`config.mk`:
```
export PLATFORM = sky130hd
export DESIGN_NAME = integer_to_roman_encoder_core
export DESIGN_NICKNAME = d
export VERILOG_FILES = /design/src/hw/rtl/i2r_pkg.sv /design/src/hw/rtl/i2r_ucode.sv /design/src/hw/rtl/i2r_seq.sv /design/src/hw/rtl/i2r_dp.sv /design/src/hw/rtl/integer_to_roman_encoder_core.sv
export SDC_FILE = /design/constraint.sdc
export NUM_CORES = 1
export LEC_CHECK = 0
export BUFFER_PORTS_ARGS = -buffer_cell sky130_fd_sc_hd__buf_2
export CAP_MARGIN = 40
export CELL_PAD_IN_SITES_DETAIL_PLACEMENT = 0
export CELL_PAD_IN_SITES_GLOBAL_PLACEMENT = 1
export CORE_ASPECT_RATIO = 0.75
export CORE_MARGIN = 5
export CORE_UTILIZATION = 36
export CTS_BUF_LIST = sky130_fd_sc_hd__clkbuf_8
export CTS_CLUSTER_SIZE = 28
export DETAILED_ROUTE_END_ITERATION = 16
export GPL_TIMING_DRIVEN = 0
export PLACE_DENSITY = 0.65
export SLEW_MARGIN = 20
export SYNTH_ARGS = -nofsm -noshare
export SYNTH_HDL_FRONTEND = slang
export SYNTH_HIERARCHICAL = 1
export SYNTH_SLANG_ARGS = --single-unit
export TNS_END_PERCENT = 10
```
`constraint.sdc`:
```
create_clock -name clk -period 7.6 [get_ports clk]
set_clock_uncertainty 0.05 [all_clocks]
set_input_delay 1.52 -clock clk [delete_from_list [all_inputs] [get_ports clk]]
set_output_delay 1.52 -clock clk [all_outputs]
set_load 0.05 [all_outputs]
```
`src/hw/rtl/i2r_pkg.sv`:
```
// i2r_pkg: shared widths, microcode word layout, symbol codes and digit tables
// for the roman numeral encoder; no dependencies
`default_nettype none

package i2r_pkg;

  localparam int ValueW = 12;
  localparam int SymW   = 8;
  localparam int PcW    = 4;
  localparam int DigW   = 4;
  localparam int IdxW   = 2;
  localparam int LenW   = 3;
  localparam int PlaceW = 2;
  localparam int CmpW   = 14;

  localparam logic [ValueW-1:0] MaxValue = 12'd3999;

  // microcode step addresses
  localparam logic [PcW-1:0] PC_WAIT  = 4'd0;
  localparam logic [PcW-1:0] PC_CHECK = 4'd1;
  localparam logic [PcW-1:0] PC_DIG3  = 4'd2;
  localparam logic [PcW-1:0] PC_EMIT3 = 4'd3;
  localparam logic [PcW-1:0] PC_DIG2  = 4'd4;
  localparam logic [PcW-1:0] PC_EMIT2 = 4'd5;
  localparam logic [PcW-1:0] PC_DIG1  = 4'd6;
  localparam logic [PcW-1:0] PC_EMIT1 = 4'd7;
  localparam logic [PcW-1:0] PC_DIG0  = 4'd8;
  localparam logic [PcW-1:0] PC_EMIT0 = 4'd9;

  // decimal places
  localparam logic [PlaceW-1:0] PlaceOnes  = 2'd0;
  localparam logic [PlaceW-1:0] PlaceTens  = 2'd1;
  localparam logic [PlaceW-1:0] PlaceHuns  = 2'd2;
  localparam logic [PlaceW-1:0] PlaceThous = 2'd3;

  // symbol selectors within a place
  localparam logic [1:0] SelUnit = 2'd0;
  localparam logic [1:0] SelFive = 2'd1;
  localparam logic [1:0] SelTen  = 2'd2;

  localparam logic [SymW-1:0] SymNone = 8'h00;
  localparam logic [SymW-1:0] SymI    = 8'h49;
  localparam logic [SymW-1:0] SymV    = 8'h56;
  localparam logic [SymW-1:0] SymX    = 8'h58;
  localparam logic [SymW-1:0] SymL    = 8'h4C;
  localparam logic [SymW-1:0] SymC    = 8'h43;
  localparam logic [SymW-1:0] SymD    = 8'h44;
  localparam logic [SymW-1:0] SymM    = 8'h4D;

  typedef enum logic [1:0] {
    OP_WAIT,
    OP_CHECK,
    OP_DIGIT,
    OP_EMIT
  } op_t;

  typedef enum logic [2:0] {
    C_NEVER,
    C_ALWAYS,
    C_NO_START,
    C_BAD,
    C_ZERO_DIG,
    C_MORE_SYM,
    C_RUN_END
  } cond_t;

  // one microcode word
  typedef struct packed {
    op_t               op;
    logic [PlaceW-1:0] place;
    cond_t             hold;
    cond_t             jump;
    logic [PcW-1:0]    target;
  } ctrl_t;

  // datapath flags seen by the sequencer
  typedef struct packed {
    logic start;
    logic bad;
    logic zero_dig;
    logic more_sym;
    logic run_end;
  } stat_t;

  function automatic logic [LenW-1:0] digit_len(input logic [DigW-1:0] d);
    logic [LenW-1:0] n;
    case (d)
      4'd1:    n = 3'd1;
      4'd2:    n = 3'd2;
      4'd3:    n = 3'd3;
      4'd4:    n = 3'd2;
      4'd5:    n = 3'd1;
      4'd6:    n = 3'd2;
      4'd7:    n = 3'd3;
      4'd8:    n = 3'd4;
      4'd9:    n = 3'd2;
      default: n = 3'd0;
    endcase
    return n;
  endfunction

  function automatic logic [1:0] pat_sel(input logic [DigW-1:0] d,
                                         input logic [IdxW-1:0] i);
    logic [1:0] s;
    s = SelUnit;
    if (d == 4'd4) begin
      s = (i == '0) ? SelUnit : SelFive;
    end else if (d == 4'd9) begin
      s = (i == '0) ? SelUnit : SelTen;
    end else if (d inside {[4'd5:4'd8]}) begin
      s = (i == '0) ? SelFive : SelUnit;
    end
    return s;
  endfunction

  function automatic logic [SymW-1:0] place_sym(input logic [PlaceW-1:0] place,
                                                input logic [1:0] sel);
    logic [SymW-1:0] u;
    logic [SymW-1:0] f;
    logic [SymW-1:0] t;
    case (place)
      PlaceOnes: begin
        u = SymI; f = SymV; t = SymX;
      end
      PlaceTens: begin
        u = SymX; f = SymL; t = SymC;
      end
      PlaceHuns: begin
        u = SymC; f = SymD; t = SymM;
      end
      default: begin
        u = SymM; f = SymM; t = SymM;
      end
    endcase
    case (sel)
      SelFive: return f;
      SelTen:  return t;
      default: return u;
    endcase
  endfunction

  // k times the weight of a place, wide enough for nine thousand
  function automatic logic [CmpW-1:0] step_val(input logic [PlaceW-1:0] place,
                                               input logic [DigW-1:0] k);
    logic [CmpW-1:0] w;
    case (place)
      PlaceOnes:  w = 14'd1;
      PlaceTens:  w = 14'd10;
      PlaceHuns:  w = 14'd100;
      default:    w = 14'd1000;
    endcase
    return CmpW'(w * CmpW'(k));
  endfunction

endpackage

`default_nettype wire

```
`src/hw/rtl/i2r_ucode.sv`:
```
// i2r_ucode: read-only microcode program of the roman numeral encoder
// depends on i2r_pkg
`default_nettype none

module i2r_ucode (
  input  logic [i2r_pkg::PcW-1:0] pc,
  output i2r_pkg::ctrl_t          ctrl
);
  import i2r_pkg::*;

  // one place = digit step (skip if zero) then emit step (hold per symbol)
  always_comb begin
    case (pc)
      PC_WAIT:  ctrl = '{op: OP_WAIT,  place: PlaceOnes,  hold: C_NO_START,
                         jump: C_NEVER,    target: PC_WAIT};
      PC_CHECK: ctrl = '{op: OP_CHECK, place: PlaceOnes,  hold: C_NEVER,
                         jump: C_BAD,      target: PC_WAIT};
      PC_DIG3:  ctrl = '{op: OP_DIGIT, place: PlaceThous, hold: C_NEVER,
                         jump: C_ZERO_DIG, target: PC_DIG2};
      PC_EMIT3: ctrl = '{op: OP_EMIT,  place: PlaceThous, hold: C_MORE_SYM,
                         jump: C_RUN_END,  target: PC_WAIT};
      PC_DIG2:  ctrl = '{op: OP_DIGIT, place: PlaceHuns,  hold: C_NEVER,
                         jump: C_ZERO_DIG, target: PC_DIG1};
      PC_EMIT2: ctrl = '{op: OP_EMIT,  place: PlaceHuns,  hold: C_MORE_SYM,
                         jump: C_RUN_END,  target: PC_WAIT};
      PC_DIG1:  ctrl = '{op: OP_DIGIT, place: PlaceTens,  hold: C_NEVER,
                         jump: C_ZERO_DIG, target: PC_DIG0};
      PC_EMIT1: ctrl = '{op: OP_EMIT,  place: PlaceTens,  hold: C_MORE_SYM,
                         jump: C_RUN_END,  target: PC_WAIT};
      PC_DIG0:  ctrl = '{op: OP_DIGIT, place: PlaceOnes,  hold: C_NEVER,
                         jump: C_ZERO_DIG, target: PC_WAIT};
      PC_EMIT0: ctrl = '{op: OP_EMIT,  place: PlaceOnes,  hold: C_MORE_SYM,
                         jump: C_ALWAYS,   target: PC_WAIT};
      default:  ctrl = '{op: OP_WAIT,  place: PlaceOnes,  hold: C_NEVER,
                         jump: C_ALWAYS,   target: PC_WAIT};
    endcase
  end

endmodule

`default_nettype wire

```
`src/hw/rtl/i2r_seq.sv`:
```
// i2r_seq: step counter with hold, jump and fall-through
// depends on i2r_pkg
`default_nettype none

module i2r_seq (
  input  logic                    clk,
  input  logic                    rst_n,
  input  i2r_pkg::ctrl_t          ctrl,
  input  i2r_pkg::stat_t          stat,
  output logic [i2r_pkg::PcW-1:0] pc,
  output logic                    busy
);
  import i2r_pkg::*;

  logic [PcW-1:0] pc_r;
  logic [PcW-1:0] pc_nxt;
  logic           hold_hit;
  logic           jump_hit;

  function automatic logic cond_true(input cond_t c, input stat_t s);
    case (c)
      C_ALWAYS:   return 1'b1;
      C_NO_START: return !s.start;
      C_BAD:      return s.bad;
      C_ZERO_DIG: return s.zero_dig;
      C_MORE_SYM: return s.more_sym;
      C_RUN_END:  return s.run_end;
      default:    return 1'b0;
    endcase
  endfunction

  always_comb begin
    hold_hit = cond_true(ctrl.hold, stat);
    jump_hit = cond_true(ctrl.jump, stat);
    if (hold_hit) begin
      pc_nxt = pc_r;
    end else if (jump_hit) begin
      pc_nxt = ctrl.target;
    end else begin
      pc_nxt = pc_r + PcW'(1);
    end
  end

  always_ff @(posedge clk) begin
    if (!rst_n) begin
      pc_r <= PC_WAIT;
    end else begin
      pc_r <= pc_nxt;
    end
  end

  assign pc   = pc_r;
  assign busy = (pc_r != PC_WAIT);

endmodule

`default_nettype wire

```
`src/hw/rtl/i2r_dp.sv`:
```
// i2r_dp: remainder, digit and symbol index registers plus output word register
// depends on i2r_pkg
`default_nettype none

module i2r_dp (
  input  logic                       clk,
  input  logic                       rst_n,
  input  i2r_pkg::ctrl_t             ctrl,
  input  logic                       start,
  input  logic [i2r_pkg::ValueW-1:0] in_value,
  output i2r_pkg::stat_t             stat,
  output logic                       out_strobe,
  output logic [i2r_pkg::SymW-1:0]   out_symbol,
  output logic                       out_last,
  output logic                       out_of_range
);
  import i2r_pkg::*;

  logic [ValueW-1:0] rem_r,  rem_nxt;
  logic [DigW-1:0]   dig_r,  dig_nxt;
  logic [IdxW-1:0]   idx_r,  idx_nxt;
  logic              strobe_r, strobe_nxt;
  logic [SymW-1:0]   sym_r,  sym_nxt;
  logic              last_r, last_nxt;
  logic              oor_r,  oor_nxt;

  logic [DigW-1:0]   dig_calc;
  logic [CmpW-1:0]   sub_calc;
  logic              more_sym;
  logic              bad;

  // digit of the current place by parallel compares against k * weight
  always_comb begin
    dig_calc = '0;
    sub_calc = '0;
    for (int k = 1; k <= 9; k++) begin
      if (CmpW'(rem_r) >= step_val(ctrl.place, DigW'(k))) begin
        dig_calc = DigW'(k);
        sub_calc = step_val(ctrl.place, DigW'(k));
      end
    end
  end

  assign more_sym = ({1'b0, idx_r} != (digit_len(dig_r) - LenW'(1)));
  assign bad      = (rem_r > MaxValue) || (rem_r == '0);

  assign stat.start    = start;
  assign stat.bad      = bad;
  assign stat.zero_dig = (dig_calc == '0);
  assign stat.more_sym = more_sym;
  assign stat.run_end  = (rem_r == '0);

  always_comb begin
    rem_nxt    = rem_r;
    dig_nxt    = dig_r;
    idx_nxt    = idx_r;
    strobe_nxt = 1'b0;
    sym_nxt    = sym_r;
    last_nxt   = last_r;
    oor_nxt    = oor_r;
    case (ctrl.op)
      OP_WAIT: begin
        if (start) begin
          rem_nxt = in_value;
        end
      end
      OP_CHECK: begin
        if (rem_r > MaxValue) begin
          strobe_nxt = 1'b1;
          sym_nxt    = SymNone;
          last_nxt   = 1'b1;
          oor_nxt    = 1'b1;
        end
      end
      OP_DIGIT: begin
        dig_nxt = dig_calc;
        rem_nxt = rem_r - sub_calc[ValueW-1:0];
        idx_nxt = '0;
      end
      OP_EMIT: begin
        strobe_nxt = 1'b1;
        sym_nxt    = place_sym(ctrl.place, pat_sel(dig_r, idx_r));
        last_nxt   = !more_sym && (rem_r == '0);
        oor_nxt    = 1'b0;
        idx_nxt    = idx_r + IdxW'(1);
      end
      default: begin
        strobe_nxt = 1'b0;
      end
    endcase
  end

  always_ff @(posedge clk) begin
    if (!rst_n) begin
      strobe_r <= 1'b0;
    end else begin
      strobe_r <= strobe_nxt;
    end
    rem_r  <= rem_nxt;
    dig_r  <= dig_nxt;
    idx_r  <= idx_nxt;
    sym_r  <= sym_nxt;
    last_r <= last_nxt;
    oor_r  <= oor_nxt;
  end

  assign out_strobe   = strobe_r;
  assign out_symbol   = sym_r;
  assign out_last     = last_r;
  assign out_of_range = oor_r;

endmodule

`default_nettype wire

```
`src/hw/rtl/integer_to_roman_encoder_core.sv`:
```
// integer_to_roman_encoder_core: top level of the roman numeral encoder
// depends on i2r_pkg, i2r_ucode, i2r_seq, i2r_dp
//
//   channel   ports                                         handshake
//   input     in_value[11:0]                                start & !busy
//   result    out_symbol[7:0] out_last out_of_range         out_strobe, one cycle
//
// busy rises the cycle after a word is taken: one check step, then for each
// place a digit step and one emit step per symbol; the run stops after the
// last nonzero digit, or after the check step for zero or out-of-range input
// the microcode step counter paces the run and takes no new word until
// it is back at the wait step; each result shows the cycle after its step
// synchronous active-low reset returns the counter to the wait step
// results cannot be stalled: each word shows on the result ports for one cycle
`default_nettype none

module integer_to_roman_encoder_core (
  input  logic                       clk,
  input  logic                       rst_n,
  input  logic                       start,
  output logic                       busy,
  input  logic [i2r_pkg::ValueW-1:0] in_value,
  output logic                       out_strobe,
  output logic [i2r_pkg::SymW-1:0]   out_symbol,
  output logic                       out_last,
  output logic                       out_of_range
);
  import i2r_pkg::*;

  logic [PcW-1:0] pc;
  ctrl_t          ctrl;
  stat_t          stat;

  // program store: one control word per step
  i2r_ucode u_ucode (
    .pc   (pc),
    .ctrl (ctrl)
  );

  // step counter, evaluates hold/jump conditions
  i2r_seq u_seq (
    .clk   (clk),
    .rst_n (rst_n),
    .ctrl  (ctrl),
    .stat  (stat),
    .pc    (pc),
    .busy  (busy)
  );

  // remainder, digit extraction and symbol lookup
  i2r_dp u_dp (
    .clk          (clk),
    .rst_n        (rst_n),
    .ctrl         (ctrl),
    .start        (start),
    .in_value     (in_value),
    .stat         (stat),
    .out_strobe   (out_strobe),
    .out_symbol   (out_symbol),
    .out_last     (out_last),
    .out_of_range (out_of_range)
  );

endmodule

`default_nettype wire

```
==> flow_metrics.py, run 1 <==
metrics = {
    "run": {
        "drv_cap": 0,
    },
    "setup_path": {
        "critPathSlowestCell": "fa_1",
        "critPathMaxStageDelay_ns": 0.45,
        "startpoint_type": "register",
        "end_kind": "register",
        "r2r_cells": 31,
        "path_max_fanout": 10,
        "crit-reg2reg-launch": "u_seq/pc[2]$_SDFFE_PN0N_",
        "critPathRequiredTime_ns": 7.60,
        "crit_arrival_ns": 7.28,
        "r2r_end": "u_dp/rem_r[9]$_DFFE_PP_",
        "path_class": "reg -> reg",
        "r2r_slack_ns": 0.31,
    },
    "synthesis": {
        "synth_common_cells": "87 x ha_1, 51 x nand2_1, 43 x inv_1, 43 x nor2_1, 43 x o21ai_0",
        "synth_area_leader_cell": "ha_1",
        "synth_area_um2": 5209,
        "avgSynthCellArea_um2": 8.281,
        "synth_area_leaders": "ha_1 21%, edfxtp_1 15%, o21ai_0 4.1%",
        "yosys_warnings": 6,
        "postSynthCellCount": 629,
        "synth_most_common_cell": "ha_1",
        "synth_edf_count": 26,
        "ys_seq_elements": 34,
        "seq_area_frac_synth_pct": 18.06,
        "synth-async-reset-ratio_pct": 0,
        "synth_cell_type_count": 92,
        "ys.flop_type": "edfxtp_1",
        "netlist.area_leader.share_pct": 20.90,
    },
    "clocking": {
        "cts_tree": "done",
        "clk_pin_slew_ns": 0.08,
        "clock-sinks": 34,
        "insertion_delay_ns": 0.29,
        "root_buffer": "clkbuf_8",
        "htreeDepth": 2,
        "cts_buffers": 5,
        "clk_path_buf_depth": 2,
    },
    "place": {
        "io_buffer_count": 24,
        "place_congestion": 0.9938,
        "hpwl_um": 14060,
        "placed_cell_area_um2": 5612,
        "dp.cells": 858,
    },
    "grt": {
        "grt_first_pass_wirelength_um": 28450,
        "antenna_found_initial": 0,
        "track_usage_pct": 21.21,
        "grt_pass1_vias": 4998,
        "grt_overflow_total": 0,
        "grt_start_max_net_pins": 22,
    },
    "route": {
        "post-route-drc-count": 0,
        "wl_um": 17900,
        "routedWlPerCell_um": 20.55,
        "viasPerCell": 5.844,
        "dr_total_vias": 5090,
        "firstDrtPassIters": 5,
        "initialDrtViolationCount": 407,
        "postRouteAntennaNets": 0,
    },
    "layout": {
        "final_cells": 871,
        "antenna_cells": 0,
        "nNetsFinal": 774,
        "final_layout_size_suffix_gt1_share_pct": 17.73,
        "fill_cells": 1430,
        "synthToLayoutAreaGrowth_pct": 13.02,
        "design_area_um2": 5887,
        "regArea_um2": 942.2,
        "multi_input_area_um2": 3975,
    },
    "floorplanning": {
        "io_pins": 27,
        "die_x_um": 148.9,
        "initial_core_util_pct": 36.40,
        "core_um2": 14310,
        "dieArea_um2": 17000,
        "die_y_um": 114.2,
        "rows": 38,
    },
    "min_path": {
        "whs_path_depth": 2,
        "holdPathEnd": "u_seq/pc[2]$_SDFFE_PN0N_",
        "hold_path_startpoint": "u_seq/pc[2]$_SDFFE_PN0N_",
        "hp-class": "reg -> reg",
    },
    "timing": {
        "finalCritPeriodShare_pct": 95.87,
        "tightest_slew_ns": 0.7161,
        "setup_viol": 0,
        "hold_viol": 0,
        "max_clock_freq_mhz": 137.3,
        "drv_slew": 0,
        "fin_crit_ns": 7.286,
        "max-slew-margin-rel_pct": 51.82,
    },
    "status": {
        "status": "finished, final reports clean",
    },
}
==> through the flow <==
step                hold slack, ns  setup WS, ns  setup TNS [ns]  util, %
floorplan                   0.4246         1.188               0        -
global placement            0.4590        -1.212          -7.087    39.01
detailed placement          0.4670       -0.8472          -3.902    39.21
CTS                         0.4799      0.003478               0    40.45
global route                0.4965      -0.01617        -0.01617    41.13
finish                      0.4834        0.3141               0    41.13
==> cell families (layout without fill, tap and decap cells) <==
logic type	count (synthesis)	in the layout	synth area share, %
compound gates	201	201	27.14
xor+xnor	15	15	2.522
fa+ha+maj	90	90	21.88
buf+inv	79	120	8.263
flops	34	34	18.06
mux	9	9	1.874
other cells	2	3	0.1442
simple gates	199	199	20.11
==> per-layer routing <==
metal	GRT usage (%)	share of wire [%]	up-vias
met4	5.549	2.2	0
met3	4.195	6.4	29
met1	32.04	51	2441
met2	30.58	41	172
li1	-	-	2448
met5	0	0	-
==> layout by cell type, fill, tap and decap left out, types with 7 or more instances in the layout <==
cell      count
dfxtp_1       7
nor2b_1       9
clkbuf_8      9
a21oi_1      38
ha_1         85
nand2b_1      8
nor3_1       10
nand2_1      51
a21o_1       13
buf_2        28
nor2_1       42
nand3_1      16
o21ai_0      41
or3_1         7
buf_4        17
xnor2_1       7
nor4_1        8
inv_1        42
a31oi_1       7
buf_6         9
a211oi_1      8
o31ai_1      10
o21ai_1       7
nand4_1       7
edfxtp_1     26
==> area by class of cell <==
cell class | instances | area share [%]
Timing Repair Buffer | 33 | 3.039
Sequential cell | 34 | 16.00
Clock buffer | 7 | 1.637
Multi-Input combinational cell | 517 | 67.52
Buffer | 32 | 4.315
Clock inverter | 1 | 0.06376
Inverter | 47 | 3.167
Tap cell | 200 | 4.251
==> what timing repair did <==
item                                    4_1_cts  5_1_grt
endpoints found under the setup margin        7        6
hold buffers                                  0        0
pin swaps                                     1        3
buffers inserted                              2        2
gates resized for setup                      12       17
==> critical path: cells and delay by family (launching register included) <==
kind / cells / cell delay, ns
buffers and inverters: 6 / 1.02
AOI/OAI and AO/OA: 11 / 2.29
xor gates and xnor gates: 3 / 0.76
and+or+nand+nor: 6 / 0.93
DFF: 1 / 0.42
adders and majority gates: 5 / 1.57
==> state kept, by name, indices dropped and copies added (netlist names), named ones only <==
signal             flops
u_dp/dig_r             4
u_dp/idx_r             2
u_dp/out_last          1
u_dp/out_of_range      1
u_dp/out_strobe        1
u_dp/out_symbol        6
u_dp/rem_r            12
u_seq/pc               4
==> worst max-delay path by stage <==
| stage | from | endpoint | slack, ns | cells past startpoint |
|---|---|---|---|---|
| after floorplan | u_seq/pc[1]$_SDFFE_PN0N_ | u_dp/rem_r[10]$_DFFE_PP_ | 1.19 | 30 |
| after global placement | u_seq/pc[1]$_SDFFE_PN0N_ | u_dp/rem_r[10]$_DFFE_PP_ | -1.21 | 27 |
| after detailed placement | u_seq/pc[1]$_SDFFE_PN0N_ | u_dp/rem_r[10]$_DFFE_PP_ | -0.85 | 28 |
| after CTS | u_seq/pc[2]$_SDFFE_PN0N_ | u_dp/rem_r[10]$_DFFE_PP_ | 0.003 | 30 |
| after global routing | u_seq/pc[2]$_SDFFE_PN0N_ | u_dp/rem_r[10]$_DFFE_PP_ | -0.02 | 31 |
| final | u_seq/pc[2]$_SDFFE_PN0N_ | u_dp/rem_r[9]$_DFFE_PP_ | 0.31 | 31 |
Power of run 1 is left out: the tool's default activity adds up to more than one toggle a clock period on the data nets, which glitch-free logic cannot reach.
==> inputs of run 2 (changes only) <==
--- a/config.mk
+++ b/config.mk
@@ -7,8 +7,6 @@
 export LEC_CHECK = 0
 export BUFFER_PORTS_ARGS = -buffer_cell sky130_fd_sc_hd__buf_2
 export CAP_MARGIN = 40
-export CELL_PAD_IN_SITES_DETAIL_PLACEMENT = 0
-export CELL_PAD_IN_SITES_GLOBAL_PLACEMENT = 1
 export CORE_ASPECT_RATIO = 0.75
 export CORE_MARGIN = 5
 export CORE_UTILIZATION = 36
@@ -16,7 +14,7 @@
 export CTS_CLUSTER_SIZE = 28
 export DETAILED_ROUTE_END_ITERATION = 16
 export GPL_TIMING_DRIVEN = 0
-export PLACE_DENSITY = 0.65
+export PLACE_DENSITY = 0.53
 export SLEW_MARGIN = 20
 export SYNTH_ARGS = -nofsm -noshare
 export SYNTH_HDL_FRONTEND = slang
==> run 2 against run 1 <==
First-iteration DRC count down 4.9%. Non-clock buffer count down 1. Worst hold slack worse by 0.0013 ns. Worst setup slack better by 0.17 ns. Global-route usage down 0.85 points. Die area unchanged. Flip-flop and latch count unchanged. Via count up 2.4%.
==> flow_metrics.py, run 2 (synthesis gave the netlist of run 1 again) <==
metrics = {
    "clocking": {
        "htreeDepth": 2,
        "cts_buffers": 5,
        "clock-sinks": 34,
        "root_buffer": "clkbuf_8",
        "clk_pin_slew_ns": 0.08,
        "insertion_delay_ns": 0.30,
        "holdBufCountCts": 0,
        "cts_tree": "done",
        "clk_path_buf_depth": 2,
    },
    "grt": {
        "track_usage_pct": 20.36,
        "grt_overflow_total": 0,
        "grt_first_pass_wirelength_um": 27170,
        "grt_start_max_net_pins": 22,
        "antenna_found_initial": 0,
        "grt_pass1_vias": 4733,
    },
    "setup_path": {
        "r2r_cells": 26,
        "crit_arrival_ns": 7.19,
        "crit-reg2reg-launch": "u_seq/pc[2]$_SDFFE_PN0N_",
        "critPathRequiredTime_ns": 7.68,
        "end_kind": "register",
        "startpoint": "u_seq/pc[2]$_SDFFE_PN0N_",
        "r2r_slack_ns": 0.49,
        "path_class": "reg -> reg",
        "path_max_fanout": 21,
        "r2r_end": "u_dp/rem_r[10]$_DFFE_PP_",
        "startpoint_type": "register",
    },
    "status": {
        "status": "finished, final reports clean",
    },
    "timing": {
        "finalCritPeriodShare_pct": 93.59,
        "hold_viol": 0,
        "setup_viol": 0,
        "setup_ws_ns": 0.4869,
        "fin_crit_ns": 7.113,
        "drv_slew": 0,
        "finalSetupTns_ns": 0,
        "tightest_slew_ns": 0.8254,
        "rsz0062_at_grt": "false",
        "max-slew-margin-rel_pct": 44.87,
        "max_clock_freq_mhz": 140.6,
    },
    "layout": {
        "top_register": "u_dp/rem_r",
        "largest_reg_flops": 12,
        "antenna_cells": 0,
        "post-route-util_pct": 41.04,
        "final_common_cell": "ha_1",
        "synthToLayoutAreaGrowth_pct": 12.76,
        "layout.cells.most_common_list": "84 x ha_1, 51 x nand2_1, 43 x inv_1",
        "nNetsFinal": 773,
        "final_cells": 870,
        "final_layout_size_suffix_gt1_share_pct": 17.31,
    },
    "place": {
        "place_congestion": 0.9261,
        "dp.cells": 855,
        "dp_slack_ns": -0.8578,
        "io_buffer_count": 24,
        "hpwl_um": 13650,
    },
    "route": {
        "viasPerCell": 5.992,
        "routedWlPerCell_um": 20.29,
        "post-route-drc-count": 0,
        "dr_total_vias": 5213,
        "wl_um": 17650,
        "postRouteAntennaNets": 0,
        "initialDrtViolationCount": 387,
        "firstDrtPassIters": 5,
    },
    "min_path": {
        "hold_path_startpoint": "u_seq/pc[2]$_SDFFE_PN0N_",
        "hp-class": "reg -> reg",
        "whs_path_depth": 2,
        "holdPathEnd": "u_seq/pc[2]$_SDFFE_PN0N_",
    },
    "floorplanning": {
        "initial_core_util_pct": 36.40,
        "dieArea_um2": 17000,
        "die_y_um": 114.2,
        "io_pins": 27,
        "core_um2": 14310,
        "rows": 38,
        "die_x_um": 148.9,
    },
    "run": {
        "drv_cap": 0,
    },
}
[run 2: critical path: stages (launching register included)]
cell and delay [ns]:
dfxtp_1 0.41, buf_4 0.18, inv_1 0.07, ha_1 0.29
nor2b_4 0.25, ha_2 0.31, inv_1 0.13, buf_6 0.21
ha_2 0.28, ha_1 0.30, buf_6 0.15, a2111oi_1 0.66
a31oi_2 0.45, nor2_4 0.35, clkinv_1 0.37, a31oi_1 0.25
o21ai_0 0.11, o21ai_0 0.39, ha_1 0.35, o21ai_0 0.12
a21oi_1 0.12, o21ai_0 0.22, a21oi_1 0.13, o21ai_0 0.23
a211oi_1 0.13, o21a_1 0.18, o31ai_1 0.23
[run 2: worst max-delay path by stage]
stage | endpoint | depth (start not counted)
after global placement | u_dp/rem_r[10]$_DFFE_PP_ | 27
after CTS | u_dp/rem_r[10]$_DFFE_PP_ | 30
after detailed placement | u_dp/rem_r[10]$_DFFE_PP_ | 27
after floorplan | u_dp/rem_r[10]$_DFFE_PP_ | 30
final | u_dp/rem_r[10]$_DFFE_PP_ | 26
after global routing | u_dp/rem_r[10]$_DFFE_PP_ | 31
[run 2: layout make-up]
class | count | area (um2)
inverters | 47 | 182.7
flip-flops and latches | 34 | 942.2
fillers | 1444 | 8438
well taps | 200 | 250.2
plain buffers | 32 | 254.0
multi-input cells | 517 | 3973
clock buffers | 6 | 82.58
clock inverters | 2 | 8.758
repair buffers | 32 | 180.2
[run 2: per-layer routing]
metal | track usage (%) | share of wire, % | vias up | routed length [um]
met4 | 4.085 | 1.4 | 0 | 250
met5 | 0 | 0 | - | 0
met2 | 28.80 | 40 | 267 | 7099
li1 | - | - | 2444 | -
met3 | 2.137 | 8.7 | 24 | 1542
met1 | 32.88 | 50 | 2478 | 8756
[run 2: what timing repair did]
| item | 4_1_cts | 5_1_grt |
|---|---|---|
| gates cloned | 0 | 0 |
| pin swaps | 1 | 4 |
| buffers inserted | 3 | 4 |
| resized for setup | 12 | 15 |
| endpoints found under the setup margin | 8 | 5 |
[run 2: through the flow]
stage	hold slack, ns	area [um2]
final	0.4821	5873
after global routing	0.5305	5873
after CTS	0.4742	5771
after detailed placement	0.4616	5595
after global placement	0.4579	5583
after floorplan	0.4246	5213
Power of run 2 is left out for the same reason.
